$ cat src/rtl/core/pcbs_pkg.sv
// ============================================================================
// pcbs_pkg
// Shared types, constants and saturating helpers for the periodic cubic
// B-spline coefficient solver.
// ============================================================================
package pcbs_pkg;

  localparam int MAX_POINTS_DEF = 1024;
  localparam int VAL_W          = 48;    // internal value width
  localparam int COEF_W         = 32;    // coefficient width
  localparam int IDX_W          = 11;    // index and count field width
  localparam int CF             = 30;    // fraction bits of gamma, mu, 1/diag
  localparam int RECIP_STEPS    = 2 * CF + 1;

  typedef logic signed [VAL_W-1:0]  val_t;
  typedef logic signed [COEF_W-1:0] word_t;

  localparam val_t MAX48       = 48'sh7FFF_FFFF_FFFF;
  localparam val_t MIN48       = 48'sh8000_0000_0000;
  localparam val_t K_ONE       = 48'sh0000_4000_0000;
  localparam val_t K_RATIO     = 48'sh0000_1000_0000;
  localparam val_t K_NEG_RATIO = 48'shFFFF_F000_0000;
  localparam val_t K_3HALF     = 48'sh0000_6000_0000;

  // item kind on tuser
  localparam logic MODE_LOAD = 1'b0;
  localparam logic MODE_READ = 1'b1;

  // register selects (paddr[2])
  localparam logic REG_INTERPOLATE  = 1'b0;
  localparam logic REG_SAMPLE_COUNT = 1'b1;

  typedef enum logic [4:0] {
    S_IDLE,
    S_CP_RD, S_CP_WR,
    S_IN_RD0, S_IN_S0, S_IN_W0, S_IN_RDL, S_IN_SL,
    S_F_RD, S_F_M0, S_F_M1, S_F_DIV, S_F_M2, S_F_M3, S_F_M4,
    S_F_M5, S_F_M6, S_F_M7, S_F_M8, S_F_M9,
    S_P_A, S_P_M1, S_P_M2, S_P_DIV, S_P_M3,
    S_B_RD, S_B_M1, S_B_M2,
    S_W0, S_W1, S_W2
  } state_t;

  function automatic val_t add_sat48(input val_t a, input val_t b);
    logic signed [VAL_W:0] s;
    s = {a[VAL_W-1], a} + {b[VAL_W-1], b};
    if (s[VAL_W] != s[VAL_W-1]) return s[VAL_W] ? MIN48 : MAX48;
    return s[VAL_W-1:0];
  endfunction

  function automatic val_t sub_sat48(input val_t a, input val_t b);
    logic signed [VAL_W:0] s;
    s = {a[VAL_W-1], a} - {b[VAL_W-1], b};
    if (s[VAL_W] != s[VAL_W-1]) return s[VAL_W] ? MIN48 : MAX48;
    return s[VAL_W-1:0];
  endfunction

  function automatic word_t sat32(input val_t v);
    if (!((&v[VAL_W-1:COEF_W-1]) || (~|v[VAL_W-1:COEF_W-1])))
      return v[VAL_W-1] ? 32'sh8000_0000 : 32'sh7FFF_FFFF;
    return v[COEF_W-1:0];
  endfunction

  function automatic val_t sext32(input word_t w);
    return {{(VAL_W-COEF_W){w[COEF_W-1]}}, w};
  endfunction

endpackage

$ cat src/rtl/core/pcbs_mulq.sv
// ============================================================================
// pcbs_mulq
// 48x48 signed Q.30 multiply, rounded half away from zero, saturated to
// 48 bits. Four 24x24 partial products, one per cycle.
// ============================================================================
module pcbs_mulq (
  input  logic             clk,
  input  logic             rst,
  input  logic             start,
  input  pcbs_pkg::val_t   a,
  input  pcbs_pkg::val_t   b,
  output logic             done,
  output pcbs_pkg::val_t   y
);

  logic [47:0] ua, ub, ma, mb;
  logic        neg;
  logic        busy;
  logic [2:0]  k;
  logic [47:0] pp;
  logic [1:0]  ps;
  logic [95:0] acc;
  logic [95:0] pp_sh;
  logic [65:0] q;
  logic        pos_ovf, neg_ovf;
  pcbs_pkg::val_t res;

  assign ua = a;
  assign ub = b;

  always_comb begin
    case (ps)
      2'd0:    pp_sh = {48'b0, pp};
      2'd1:    pp_sh = {24'b0, pp, 24'b0};
      2'd2:    pp_sh = {pp, 48'b0};
      default: pp_sh = '0;
    endcase
  end

  // acc already carries the rounding half
  assign q       = acc[95:pcbs_pkg::CF];
  assign pos_ovf = |q[65:47];
  assign neg_ovf = (|q[65:48]) || (q[47] && (|q[46:0]));

  always_comb begin
    if (neg) res = neg_ovf ? pcbs_pkg::MIN48 : pcbs_pkg::val_t'(~q[47:0] + 48'd1);
    else     res = pos_ovf ? pcbs_pkg::MAX48 : pcbs_pkg::val_t'(q[47:0]);
  end

  always_ff @(posedge clk) begin
    if (rst) begin
      busy <= 1'b0;
      done <= 1'b0;
      k    <= '0;
    end else begin
      done <= !start && busy && (k == 3'd5);
      if (start) begin
        busy <= 1'b1;
        k    <= '0;
      end else if (busy) begin
        k <= k + 3'd1;
        if (k == 3'd5) busy <= 1'b0;
      end
    end
  end

  always_ff @(posedge clk) begin
    if (start) begin
      ma  <= ua[47] ? (~ua + 48'd1) : ua;
      mb  <= ub[47] ? (~ub + 48'd1) : ub;
      neg <= ua[47] ^ ub[47];
      acc <= 96'd1 << (pcbs_pkg::CF - 1);
    end else if (busy) begin
      if (k < 3'd4) begin
        pp <= 48'(ma[24*k[1] +: 24] * mb[24*k[0] +: 24]);
        ps <= 2'(k[1]) + 2'(k[0]);
      end
      if (k >= 3'd1 && k <= 3'd4) acc <= acc + pp_sh;
      if (k == 3'd5) y <= res;
    end
  end

endmodule

$ cat config.mk
export PLATFORM = sky130hd
export DESIGN_NAME = pcbs_mulq
export DESIGN_NICKNAME = d
export VERILOG_FILES = /design/src/rtl/core/pcbs_pkg.sv /design/src/rtl/core/pcbs_mulq.sv
export SDC_FILE = /design/constraint.sdc
export NUM_CORES = 2
export LEC_CHECK = 0
export BUFFER_PORTS_ARGS = -buffer_cell sky130_fd_sc_hd__buf_2
export CORE_MARGIN = 2
export CORE_UTILIZATION = 45
export CTS_CLUSTER_SIZE = 8
export DETAILED_ROUTE_END_ITERATION = 7
export PLACE_DENSITY_LB_ADDON = 0.05
export SLEW_MARGIN = 20
export SYNTH_ARGS = -nofsm -noshare
export SYNTH_HDL_FRONTEND = slang
export SYNTH_SLANG_ARGS = --single-unit
$ cat constraint.sdc
create_clock -name clk -period 20.6 [get_ports clk]
set_clock_uncertainty 0.05 [all_clocks]
set_input_delay 4.12 -clock clk [delete_from_list [all_inputs] [get_ports clk]]
set_output_delay 4.12 -clock clk [all_outputs]
set_load 0.02 [all_outputs]
==> qor.txt <==
post-route minimum period -> 9.071 ns
Core ar. -> 83,950 um2
post-detail-place hpwl -> 99,130 um
Synth Area in Compound Gates -> 12.75%
initial DRC count -> 2,007
r2r startpoint -> k[1]$_SDFFE_PP0P_
Num CTS Buffers -> 45
post-synthesis sequential element count -> 296
CP endpoint -> pp[44]$_DFFE_PP_
HP Class -> flop to flop
Die Y -> 295.7 um
Non-Filler Instances -> 5,598
Global Route Usage Sum -> 29.05%
Worst slew margin -> 16.20%
Final Wtd Congestion -> 0.9578
Setup violations, final -> 0
Die Area -> 87,440 um2
Starting Density -> 45.61%
postcts setup bufs -> 0
Worst Setup Path Type -> flop to flop
Hold Vio Cnt, Final -> 0
f_max -> 110.2 MHz
EDFF count, synth -> 195
Synth Area in Adders -> 34.24%
Mean Syn Cell Area -> 8.742 um2
mux share of post-synthesis cell area -> 3.179%
Finished Cell Area -> 41,570 um2
CP Capture Type -> flop
Nets -> 5,287
Max FO, Critical Path -> 38
Yosys cell types -> 75
Clock Sinks -> 296
RSZ-0062 raised after global routing -> no
Area Growth Syn to Fin -> 8.555%
Max H-tree Level -> 2
vias in the first global route -> 31,560
Syn Inst Count -> 4,380
Initial DRT Pass Iterations -> 6
max cap viols -> 0
Synth Area in XOR/XNOR -> 5.078%
Post-Place Setup Slack -> 11.67 ns
Post-Synthesis Cell Area -> 38,290 um2
Simple-Gate Fraction of Synth Area -> 16.22%
DP Area -> 40,240 um2
ys flop type -> edfxtp_1
CP required -> 20.89 ns
Post-CTS Hold Fix Bufs -> 0
Tcrit/Tclk final -> 44.03%
worst-margin pin slew -> 1.246 ns
Slew Limit Fails -> 0
largest net degree at the start of global routing -> 58
wire length of the first global-routing pass -> 191,100 um
post-cts resize count -> 0
Syn. warnings -> 0
sequential element share of the synthesized area -> 20.57%
DRC Markers -> 0
cell count of the worst reg-to-reg path -> 27
internal reg-to-reg setup slack -> 11.53 ns
I/O pins -> 148
asr flop ratio synth -> 0%
origin of the worst setup path -> k[1]$_SDFFE_PP0P_
DIE WIDTH -> 295.7 um
clock tree from TritonCTS -> built
final setup slack of the worst path -> 11.53 ns
Setup TNS -> 0 ns
main combinational cell family by area after synthesis -> adder cells
# rows -> 106
number of routed nets with antenna violations -> 0
Reg2Reg Capture Point -> pp[44]$_DFFE_PP_
Clk pin slew, worst setup/hold paths -> 0.05 ns
ratio of cells with drive above 1 in the final layout -> 8.311%
clk buf depth -> 3
Remaining Overflow, GRT -> 0
antenna fix cells -> 0
Filler cells -> 8,207
Worst EP arrival -> 9.36 ns
Port Buffer Count -> 147
Placed Cells -> 5,517
Root Driver -> clkbuf_16
routed via count -> 31,230
crit start category -> flop
Worst-Skew Late Latency -> 0.61 ns
total wire length -> 125,300 um
Via density -> 5.579
antenna violations before repair -> 0
status -> finished clean
Post-Syn Nets -> 5,237
routed len/inst -> 22.38 um
==> state kept, by name, indices dropped and copies added, names as in the netlist <==
register and count:
y 48, k 3, busy 1, done 1, pp 48, neg 1, mb 48, ma 48
ps 2, acc 96
==> routing by layer <==
layer / track usage, % / wire, um / part of all wire (%)
met5: 0 / 0 / 0
met2: 49.08 / 59380 / 47
met4: 13.36 / 6458 / 5.2
met1: 36.29 / 51330 / 41
met3: 4.999 / 8109 / 6.5
==> synth_stat cells, drive strengths merged (61+ instances only) <==
cell type,instances,area [um2]
edfxtp,195,5856
a21oi,239,1196
ha,275,3441
nor2,467,1753
nand2,574,2155
a21o,66,495.5
inv,599,2248
dfxtp,101,2022
mux2i,71,710.7
o21ai,195,975.9
and2,61,381.6
clkbuf,197,739.5
fa,483,9669
xnor2,169,1480
==> placed cells by master, fill, tap and decap left out, drive strengths merged, types with 21 or more instances in the layout <==
cell type,netlist,layout
nand2,574,574
nand4,48,48
and2,61,61
a31oi,21,21
xnor2,169,169
o21ai,195,195
or4,23,23
inv,599,602
nor4,23,23
mux2i,71,71
o311ai,36,36
nor2,467,467
a21oi,239,239
o31ai,40,40
or3,38,38
a21o,66,66
fa,483,483
o21bai,30,30
nor3,43,43
a22o,28,28
nand3,39,39
buf,13,213
clkbuf,197,73
edfxtp,195,195
nand2b,28,28
ha,275,275
mux2,45,45
xor2,53,53
dfxtp,101,101
==> cell families after synthesis <==
group,count (synthesis)
simple gates,1406
xor+xnor,222
compound gates,773
fa+ha+maj,758
flops,296
buf+inv,809
mux,116
==> through the flow <==
step / util [%] / hold slack, ns
finish: 49.51 / 0.4054
global route: 49.51 / 0.4233
CTS: 49.51 / 0.4077
detailed placement: 47.93 / 0.4001
global placement: 47.91 / 0.3933
floorplan: - / 0.3815
==> worst min-delay path by stage <==
stage                          from                    to  slack, ns  cells past startpoint
5_1_grt        acc[23]$_SDFFE_PP0P_  acc[23]$_SDFFE_PP0P_       0.42                      2
4_1_cts         acc[9]$_SDFFE_PP0P_   acc[9]$_SDFFE_PP0P_       0.41                      2
3_3_place_gp    acc[9]$_SDFFE_PP0P_   acc[9]$_SDFFE_PP0P_       0.39                      2
3_5_place_dp    acc[5]$_SDFFE_PP0P_   acc[5]$_SDFFE_PP0P_       0.40                      2
6_report        acc[0]$_SDFFE_PP0P_   acc[0]$_SDFFE_PP0P_       0.41                      2
2_1_floorplan  acc[25]$_SDFFE_PP0P_  acc[25]$_SDFFE_PP0P_       0.38                      2
==> final cells by class <==
cell class	instances	area (um2)	share of cell area (%)
sequential	296	7880	18.96
multi-input combinational	3275	27460	66.06
timing repair buffer	213	1237	2.977
clock inverter	8	93.84	0.2258
inverter	599	2248	5.409
clock buffer	73	1231	2.962
tap	1134	1419	3.413
==> critical path: stages, from the launching register on <==
cell	delay (ns)
dfxtp_2	0.56
buf_4	0.57
mux2_2	0.53
nand2_1	0.14
fa_1	0.57
inv_1	0.05
fa_1	0.48
inv_1	0.06
fa_1	0.53
fa_1	0.53
inv_1	0.06
fa_1	0.51
fa_1	0.53
inv_1	0.05
fa_1	0.53
inv_1	0.07
ha_1	0.36
a21o_1	0.15
a211oi_1	0.10
a2111oi_0	0.64
nand3_1	0.15
o22ai_1	0.36
o221ai_1	0.27
o21ai_0	0.41
a21o_1	0.20
o311a_1	0.14
nor2_1	0.05
xnor2_1	0.12
Power is left out: the tool's default activity adds up to more than one toggle a clock period on the data nets, which glitch-free logic cannot reach.
