$ cat src/rtl/core/pcbs_pkg.sv
// ============================================================================
// pcbs_pkg
// Shared types, constants and saturating helpers for the periodic cubic
// B-spline coefficient solver.
// ============================================================================
package pcbs_pkg;

  localparam int MAX_POINTS_DEF = 1024;
  localparam int VAL_W          = 48;    // internal value width
  localparam int COEF_W         = 32;    // coefficient width
  localparam int IDX_W          = 11;    // index and count field width
  localparam int CF             = 30;    // fraction bits of gamma, mu, 1/diag
  localparam int RECIP_STEPS    = 2 * CF + 1;

  typedef logic signed [VAL_W-1:0]  val_t;
  typedef logic signed [COEF_W-1:0] word_t;

  localparam val_t MAX48       = 48'sh7FFF_FFFF_FFFF;
  localparam val_t MIN48       = 48'sh8000_0000_0000;
  localparam val_t K_ONE       = 48'sh0000_4000_0000;
  localparam val_t K_RATIO     = 48'sh0000_1000_0000;
  localparam val_t K_NEG_RATIO = 48'shFFFF_F000_0000;
  localparam val_t K_3HALF     = 48'sh0000_6000_0000;

  // item kind on tuser
  localparam logic MODE_LOAD = 1'b0;
  localparam logic MODE_READ = 1'b1;

  // register selects (paddr[2])
  localparam logic REG_INTERPOLATE  = 1'b0;
  localparam logic REG_SAMPLE_COUNT = 1'b1;

  typedef enum logic [4:0] {
    S_IDLE,
    S_CP_RD, S_CP_WR,
    S_IN_RD0, S_IN_S0, S_IN_W0, S_IN_RDL, S_IN_SL,
    S_F_RD, S_F_M0, S_F_M1, S_F_DIV, S_F_M2, S_F_M3, S_F_M4,
    S_F_M5, S_F_M6, S_F_M7, S_F_M8, S_F_M9,
    S_P_A, S_P_M1, S_P_M2, S_P_DIV, S_P_M3,
    S_B_RD, S_B_M1, S_B_M2,
    S_W0, S_W1, S_W2
  } state_t;

  function automatic val_t add_sat48(input val_t a, input val_t b);
    logic signed [VAL_W:0] s;
    s = {a[VAL_W-1], a} + {b[VAL_W-1], b};
    if (s[VAL_W] != s[VAL_W-1]) return s[VAL_W] ? MIN48 : MAX48;
    return s[VAL_W-1:0];
  endfunction

  function automatic val_t sub_sat48(input val_t a, input val_t b);
    logic signed [VAL_W:0] s;
    s = {a[VAL_W-1], a} - {b[VAL_W-1], b};
    if (s[VAL_W] != s[VAL_W-1]) return s[VAL_W] ? MIN48 : MAX48;
    return s[VAL_W-1:0];
  endfunction

  function automatic word_t sat32(input val_t v);
    if (!((&v[VAL_W-1:COEF_W-1]) || (~|v[VAL_W-1:COEF_W-1])))
      return v[VAL_W-1] ? 32'sh8000_0000 : 32'sh7FFF_FFFF;
    return v[COEF_W-1:0];
  endfunction

  function automatic val_t sext32(input word_t w);
    return {{(VAL_W-COEF_W){w[COEF_W-1]}}, w};
  endfunction

endpackage

$ cat src/rtl/core/pcbs_recip.sv
// ============================================================================
// pcbs_recip
// Reciprocal 2^60 / x, truncated toward zero, saturated to 48 bits.
// Restoring division, one quotient bit per cycle.
// ============================================================================
module pcbs_recip (
  input  logic             clk,
  input  logic             rst,
  input  logic             start,
  input  pcbs_pkg::val_t   x,
  output logic             done,
  output pcbs_pkg::val_t   y
);

  localparam int QW   = pcbs_pkg::RECIP_STEPS;
  localparam int CNTW = $clog2(QW);

  logic [47:0]     ux, mag;
  logic            neg, zero;
  logic [48:0]     rem, r2, rn;
  logic [QW-1:0]   q;
  logic [CNTW-1:0] cnt;
  logic            busy, fin;
  logic            ge, pos_ovf, neg_ovf;
  pcbs_pkg::val_t  res;

  assign ux = x;

  // the dividend has a single one, at its top bit
  assign r2 = {rem[47:0], (cnt == CNTW'(QW - 1))};
  assign ge = r2 >= {1'b0, mag};
  assign rn = ge ? (r2 - {1'b0, mag}) : r2;

  assign pos_ovf = |q[QW-1:47];
  assign neg_ovf = (|q[QW-1:48]) || (q[47] && (|q[46:0]));

  always_comb begin
    if (zero)     res = pcbs_pkg::MAX48;
    else if (neg) res = neg_ovf ? pcbs_pkg::MIN48 : pcbs_pkg::val_t'(~q[47:0] + 48'd1);
    else          res = pos_ovf ? pcbs_pkg::MAX48 : pcbs_pkg::val_t'(q[47:0]);
  end

  always_ff @(posedge clk) begin
    if (rst) begin
      busy <= 1'b0;
      fin  <= 1'b0;
      done <= 1'b0;
    end else begin
      done <= !start && busy && fin;
      if (start) begin
        busy <= 1'b1;
        fin  <= 1'b0;
      end else if (busy) begin
        if (fin) begin
          busy <= 1'b0;
          fin  <= 1'b0;
        end else if (cnt == '0) begin
          fin <= 1'b1;
        end
      end
    end
  end

  always_ff @(posedge clk) begin
    if (start) begin
      mag  <= ux[47] ? (~ux + 48'd1) : ux;
      neg  <= ux[47];
      zero <= (ux == '0);
      rem  <= '0;
      q    <= '0;
      cnt  <= CNTW'(QW - 1);
    end else if (busy) begin
      if (!fin) begin
        rem <= rn;
        q   <= {q[QW-2:0], ge};
        cnt <= cnt - CNTW'(1);
      end else begin
        y <= res;
      end
    end
  end

endmodule

$ cat config.mk
export PLATFORM = sky130hd
export DESIGN_NAME = pcbs_recip
export DESIGN_NICKNAME = d
export VERILOG_FILES = /design/src/rtl/core/pcbs_pkg.sv /design/src/rtl/core/pcbs_recip.sv
export SDC_FILE = /design/constraint.sdc
export NUM_CORES = 1
export LEC_CHECK = 0
export BUFFER_PORTS_ARGS = -buffer_cell sky130_fd_sc_hd__clkbuf_2
export CAP_MARGIN = 40
export CORE_ASPECT_RATIO = 1.75
export CORE_UTILIZATION = 45
export CTS_CLUSTER_SIZE = 20
export DETAILED_ROUTE_END_ITERATION = 8
export GPL_ROUTABILITY_DRIVEN = 0
export GPL_TIMING_DRIVEN = 1
export HOLD_SLACK_MARGIN = 0.08
export PLACE_DENSITY = 0.7
export REMOVE_ABC_BUFFERS = 1
export SYNTH_ARGS = -nofsm -noshare
export SYNTH_HDL_FRONTEND = slang
export SYNTH_SLANG_ARGS = --single-unit
$ cat constraint.sdc
create_clock -name clk -period 3.9 [get_ports clk]
set_input_delay 0 -clock clk [delete_from_list [all_inputs] [get_ports clk]]
set_output_delay 0 -clock clk [all_outputs]
set_load 0.01 [all_outputs]
==> parameters.txt <==
Parameter                              Value

Yosys
  Area fraction of the dominant cell type after synthesis ... 22.43%
  Number of different library cells in the post-synthesis netlist ... 74
  Cell type contributing the most total cell area after synthesis ... sky130_fd_sc_hd__edfxtp_1
  Yosys warning count ... 0
  Cell types with the largest area share after synthesis ... sky130_fd_sc_hd__edfxtp_1 (22%), sky130_fd_sc_hd__dfxtp_1 (18%), sky130_fd_sc_hd__nand2_1 (8.1%)
  Async SR Flop Fraction ... 0%
  Register bit total from synthesis ... 216
  Post-Syn Area per Cell ... 8.339 µm²
  Instance count of the mapped netlist ... 1573
  Number of flops mapped to enable cells by yosys ... 98
  Area of the mapped netlist ... 13120 µm²
  Sequential element share of the synthesized area ... 40.44%
  Most instantiated flip-flop cell in the synthesis netlist ... sky130_fd_sc_hd__dfxtp_1

Detailed routing
  Antenna-violating nets left ... 0
  Detailed Routing Iterations Pass 1 ... 5
  Via-per-instance ratio ... 5.810
  Initial detailed-routing violation count ... 921
  Routed length per placed instance ... 17.08 µm
  Total via count in the routed design ... 12260
  Routed wire length ... 36.04 mm
  DRC errors left ... 0

Die
  Effective utilization at floorplan ... 45.83%
  Die width ... 131.1 µm
  Standard-cell row count ... 82
  Die Y ... 227.9 µm
  Die Area ... 29860 µm²
  Top-Level Pins ... 100
  Core ar. ... 28630 µm²

Global route
  Maximum number of pins on one net before global-route repair ... 148
  Overall routing resource usage ... 24.44%
  Antenna violations before repair ... 0
  First-pass GRT wire length ... 58.35 mm
  Number of global-route vias before repair ... 12240
  Global route total overflow ... 0

Clock tree
  Root buffer cell ... sky130_fd_sc_hd__clkbuf_16
  Deepest clock path buffer count ... 3
  TritonCTS clock tree ... yes
  Worst-Skew Late Latency ... 530 ps
  Inserted Clock Buffers ... 21
  Number of clock sinks ... 216
  H-Tree Level Count ... 1
  Clk slew on worst S/H paths ... 60 ps

Placement
  Placed standard-cell area ... 14020 µm²
  Worst slack after detailed placement ... 220.8 ps
  HPWL after detailed placement ... 25.13 mm
  Input/output buffers ... 99

Critical path
  CP endpoint kind ... register
  Maximum fanout count along the critical path ... 5
  Kind of launch point of the worst setup path ... input port
  Required time worst endpoint ... 4160 ps
  Critical path class ... input port to register
  Endpoint arrival time on the critical path ... 3990 ps

STA
  RSZ-0062 raised after global routing ... no
  Slew HR ... 39.45%
  Transition time at the pin with the least slew margin ... 908.3 ps
  Final Slew Violations ... 0
  Total count of hold-check failures in the final report ... 0
  Final clock skew ... 24.69 ps
  Final Cycle Share ... 95.67%
  Final number of setup-violating endpoints ... 0
  Maximum clock rate ... 268.0 MHz
  Setup TNS ... 0 ps
  Worst setup slack after layout ... 169.0 ps
  Time the final worst path needs with I/O delays and setup ... 3731 ps
  Hold_ws ... 218.0 ps

Status
  Outcome ... finished, final reports clean

Power and ir drop
  Net switching power of the design ... 1.905 mW
  Logic pwr share ... 25.0%
  Sequential share of power ... 41.1%
  Clk pwr share ... 33.9%
  Leak ... 6.293 nW
  Internal power contribution ... 4.333 mW
  Pwr dens ... 401.4 nW/µm²
  Sw Share ... 30.54%
  Maximum vdd ir drop ... 0.3572 mV

Run
  Max cap viols ... 0

Worst hold path
  Worst min path class ... input port to register

Final layout
  Area of all placed cells without fillers ... 15540 µm²
  Fill cells ... 2551
  Highest-count cells in the layout ignoring fill and taps ... sky130_fd_sc_hd__nand2_1 (282), sky130_fd_sc_hd__a21oi_1 (147), sky130_fd_sc_hd__dfxtp_1 (118)
  Fraction of layout instances using a drive strength above 1 ... 11.55%
  ANT cells ... 0
  Area added between synthesis and finish ... 18.47%
  Nets ... 1820
  Most frequent standard cell in the layout excluding fill and tap cells ... sky130_fd_sc_hd__nand2_1
state kept, by name (all words and copies together) (netlist names):
register / flops
busy: 1
cnt: 6
done: 1
fin: 1
mag: 48
neg: 1
q: 61
rem: 48
y: 48
zero: 1
kinds of logic after synthesis:
kind of cell	count (synthesis)	synth area share, %
AOI/OAI and AO/OA	457	22.44
xor gates and xnor gates	81	5.408
adders and majority gates	52	5.017
buffers and inverters	163	4.893
DFF	216	40.44
muxes	6	0.4864
and+or+nand+nor	598	21.31
cell type report:
cell class / instances / area [µm²] / share of cell area (%)
Tap cell: 378 / 473.0 / 3.043
Inverter: 77 / 289.0 / 1.860
Clock inverter: 9 / 112.6 / 0.7246
Sequential cell: 216 / 5305 / 34.14
Multi-Input combinational cell: 1194 / 7206 / 46.37
Timing Repair Buffer: 207 / 1558 / 10.02
Clock buffer: 29 / 596.8 / 3.841
critical path: stages:
cell and delay, ps:
sky130_fd_sc_hd__dlygate4sd3_1 540, sky130_fd_sc_hd__clkbuf_2 110, sky130_fd_sc_hd__or3_1 410, sky130_fd_sc_hd__or3_1 400, sky130_fd_sc_hd__or2_1 360, sky130_fd_sc_hd__or3_1 450, sky130_fd_sc_hd__or2_1 280, sky130_fd_sc_hd__nor2b_2 240
sky130_fd_sc_hd__nand3_1 210, sky130_fd_sc_hd__o41ai_2 330, sky130_fd_sc_hd__xnor2_1 100, sky130_fd_sc_hd__dlygate4sd3_1 550
worst paths after layout:
| check | depth (start not counted) | slack [ps] | startpoint | to |
|---|---|---|---|---|
| worst min-delay path | 3 | 220 | rst | busy$_SDFF_PP0_ |
| worst max register to register | 11 | 260 | q[19]$_SDFFE_PP0P_ | y[21]$_SDFFCE_PP1P_ |
| worst min register to register | 2 | 460 | q[60]$_SDFFE_PP0P_ | q[60]$_SDFFE_PP0P_ |
| worst max-delay path | 12 | 170 | x[1] | mag[41]$_DFFE_PP_ |
per-layer routing:
metal / GRT usage, % / vias to the layer above / wire length (µm)
met1: 24.81 / 5689 / 13010
li1: - / 5987 / -
met4: 16.74 / 0 / 2481
met5: 0 / - / 0
met3: 3.002 / 137 / 1714
met2: 45.02 / 447 / 18830
power by group through the flow:
stage	Sequential, mW	Clock [mW]	Combinational, mW
after floorplan	2.59	0	1.02
after global placement	2.61	0	1.42
after detailed placement	2.61	0	1.44
after CTS	2.56	2.17	1.53
after global routing	2.58	2.25	1.71
final	2.56	2.11	1.56
cell usage after synthesis, types with 10 or more instances:
cell type,n
sky130_fd_sc_hd__o21ai_1,15
sky130_fd_sc_hd__o21ai_0,84
sky130_fd_sc_hd__nor3_1,42
sky130_fd_sc_hd__ha_1,51
sky130_fd_sc_hd__dfxtp_1,118
sky130_fd_sc_hd__a31oi_1,11
sky130_fd_sc_hd__xnor2_1,65
sky130_fd_sc_hd__o311ai_1,22
sky130_fd_sc_hd__a211oi_1,12
sky130_fd_sc_hd__nor4_1,17
sky130_fd_sc_hd__and3_1,22
sky130_fd_sc_hd__a21oi_1,147
sky130_fd_sc_hd__nand4_1,13
sky130_fd_sc_hd__a311oi_1,34
sky130_fd_sc_hd__and2_1,10
sky130_fd_sc_hd__nand2b_1,13
sky130_fd_sc_hd__nand3_1,29
sky130_fd_sc_hd__clkbuf_1,73
sky130_fd_sc_hd__o211ai_1,16
sky130_fd_sc_hd__xor2_1,16
sky130_fd_sc_hd__o211a_1,12
sky130_fd_sc_hd__nand2_1,282
sky130_fd_sc_hd__nor2_1,92
sky130_fd_sc_hd__or3_1,25
sky130_fd_sc_hd__or2_2,13
sky130_fd_sc_hd__o31ai_1,21
sky130_fd_sc_hd__inv_1,77
sky130_fd_sc_hd__edfxtp_1,98
sky130_fd_sc_hd__a21o_1,31
per-stage QoR:
stage	util, %	instances	total power, mW
6_report	54.29	2110	6.238
5_1_grt	54.29	2110	6.538
4_1_cts	54.18	2108	6.260
3_5_place_dp	48.98	1992	4.049
3_3_place_gp	48.91	1991	4.028
2_1_floorplan	-	1487	3.606
what timing repair did:
item / CTS / global route
endpoints found under the hold margin: 105 / 0
hold buffers: 78 / 0
buffers inserted: 0 / 2
resized for setup: 0 / 3
endpoints found under the setup margin: 0 / 23
Power figures use the tool's default switching activity.
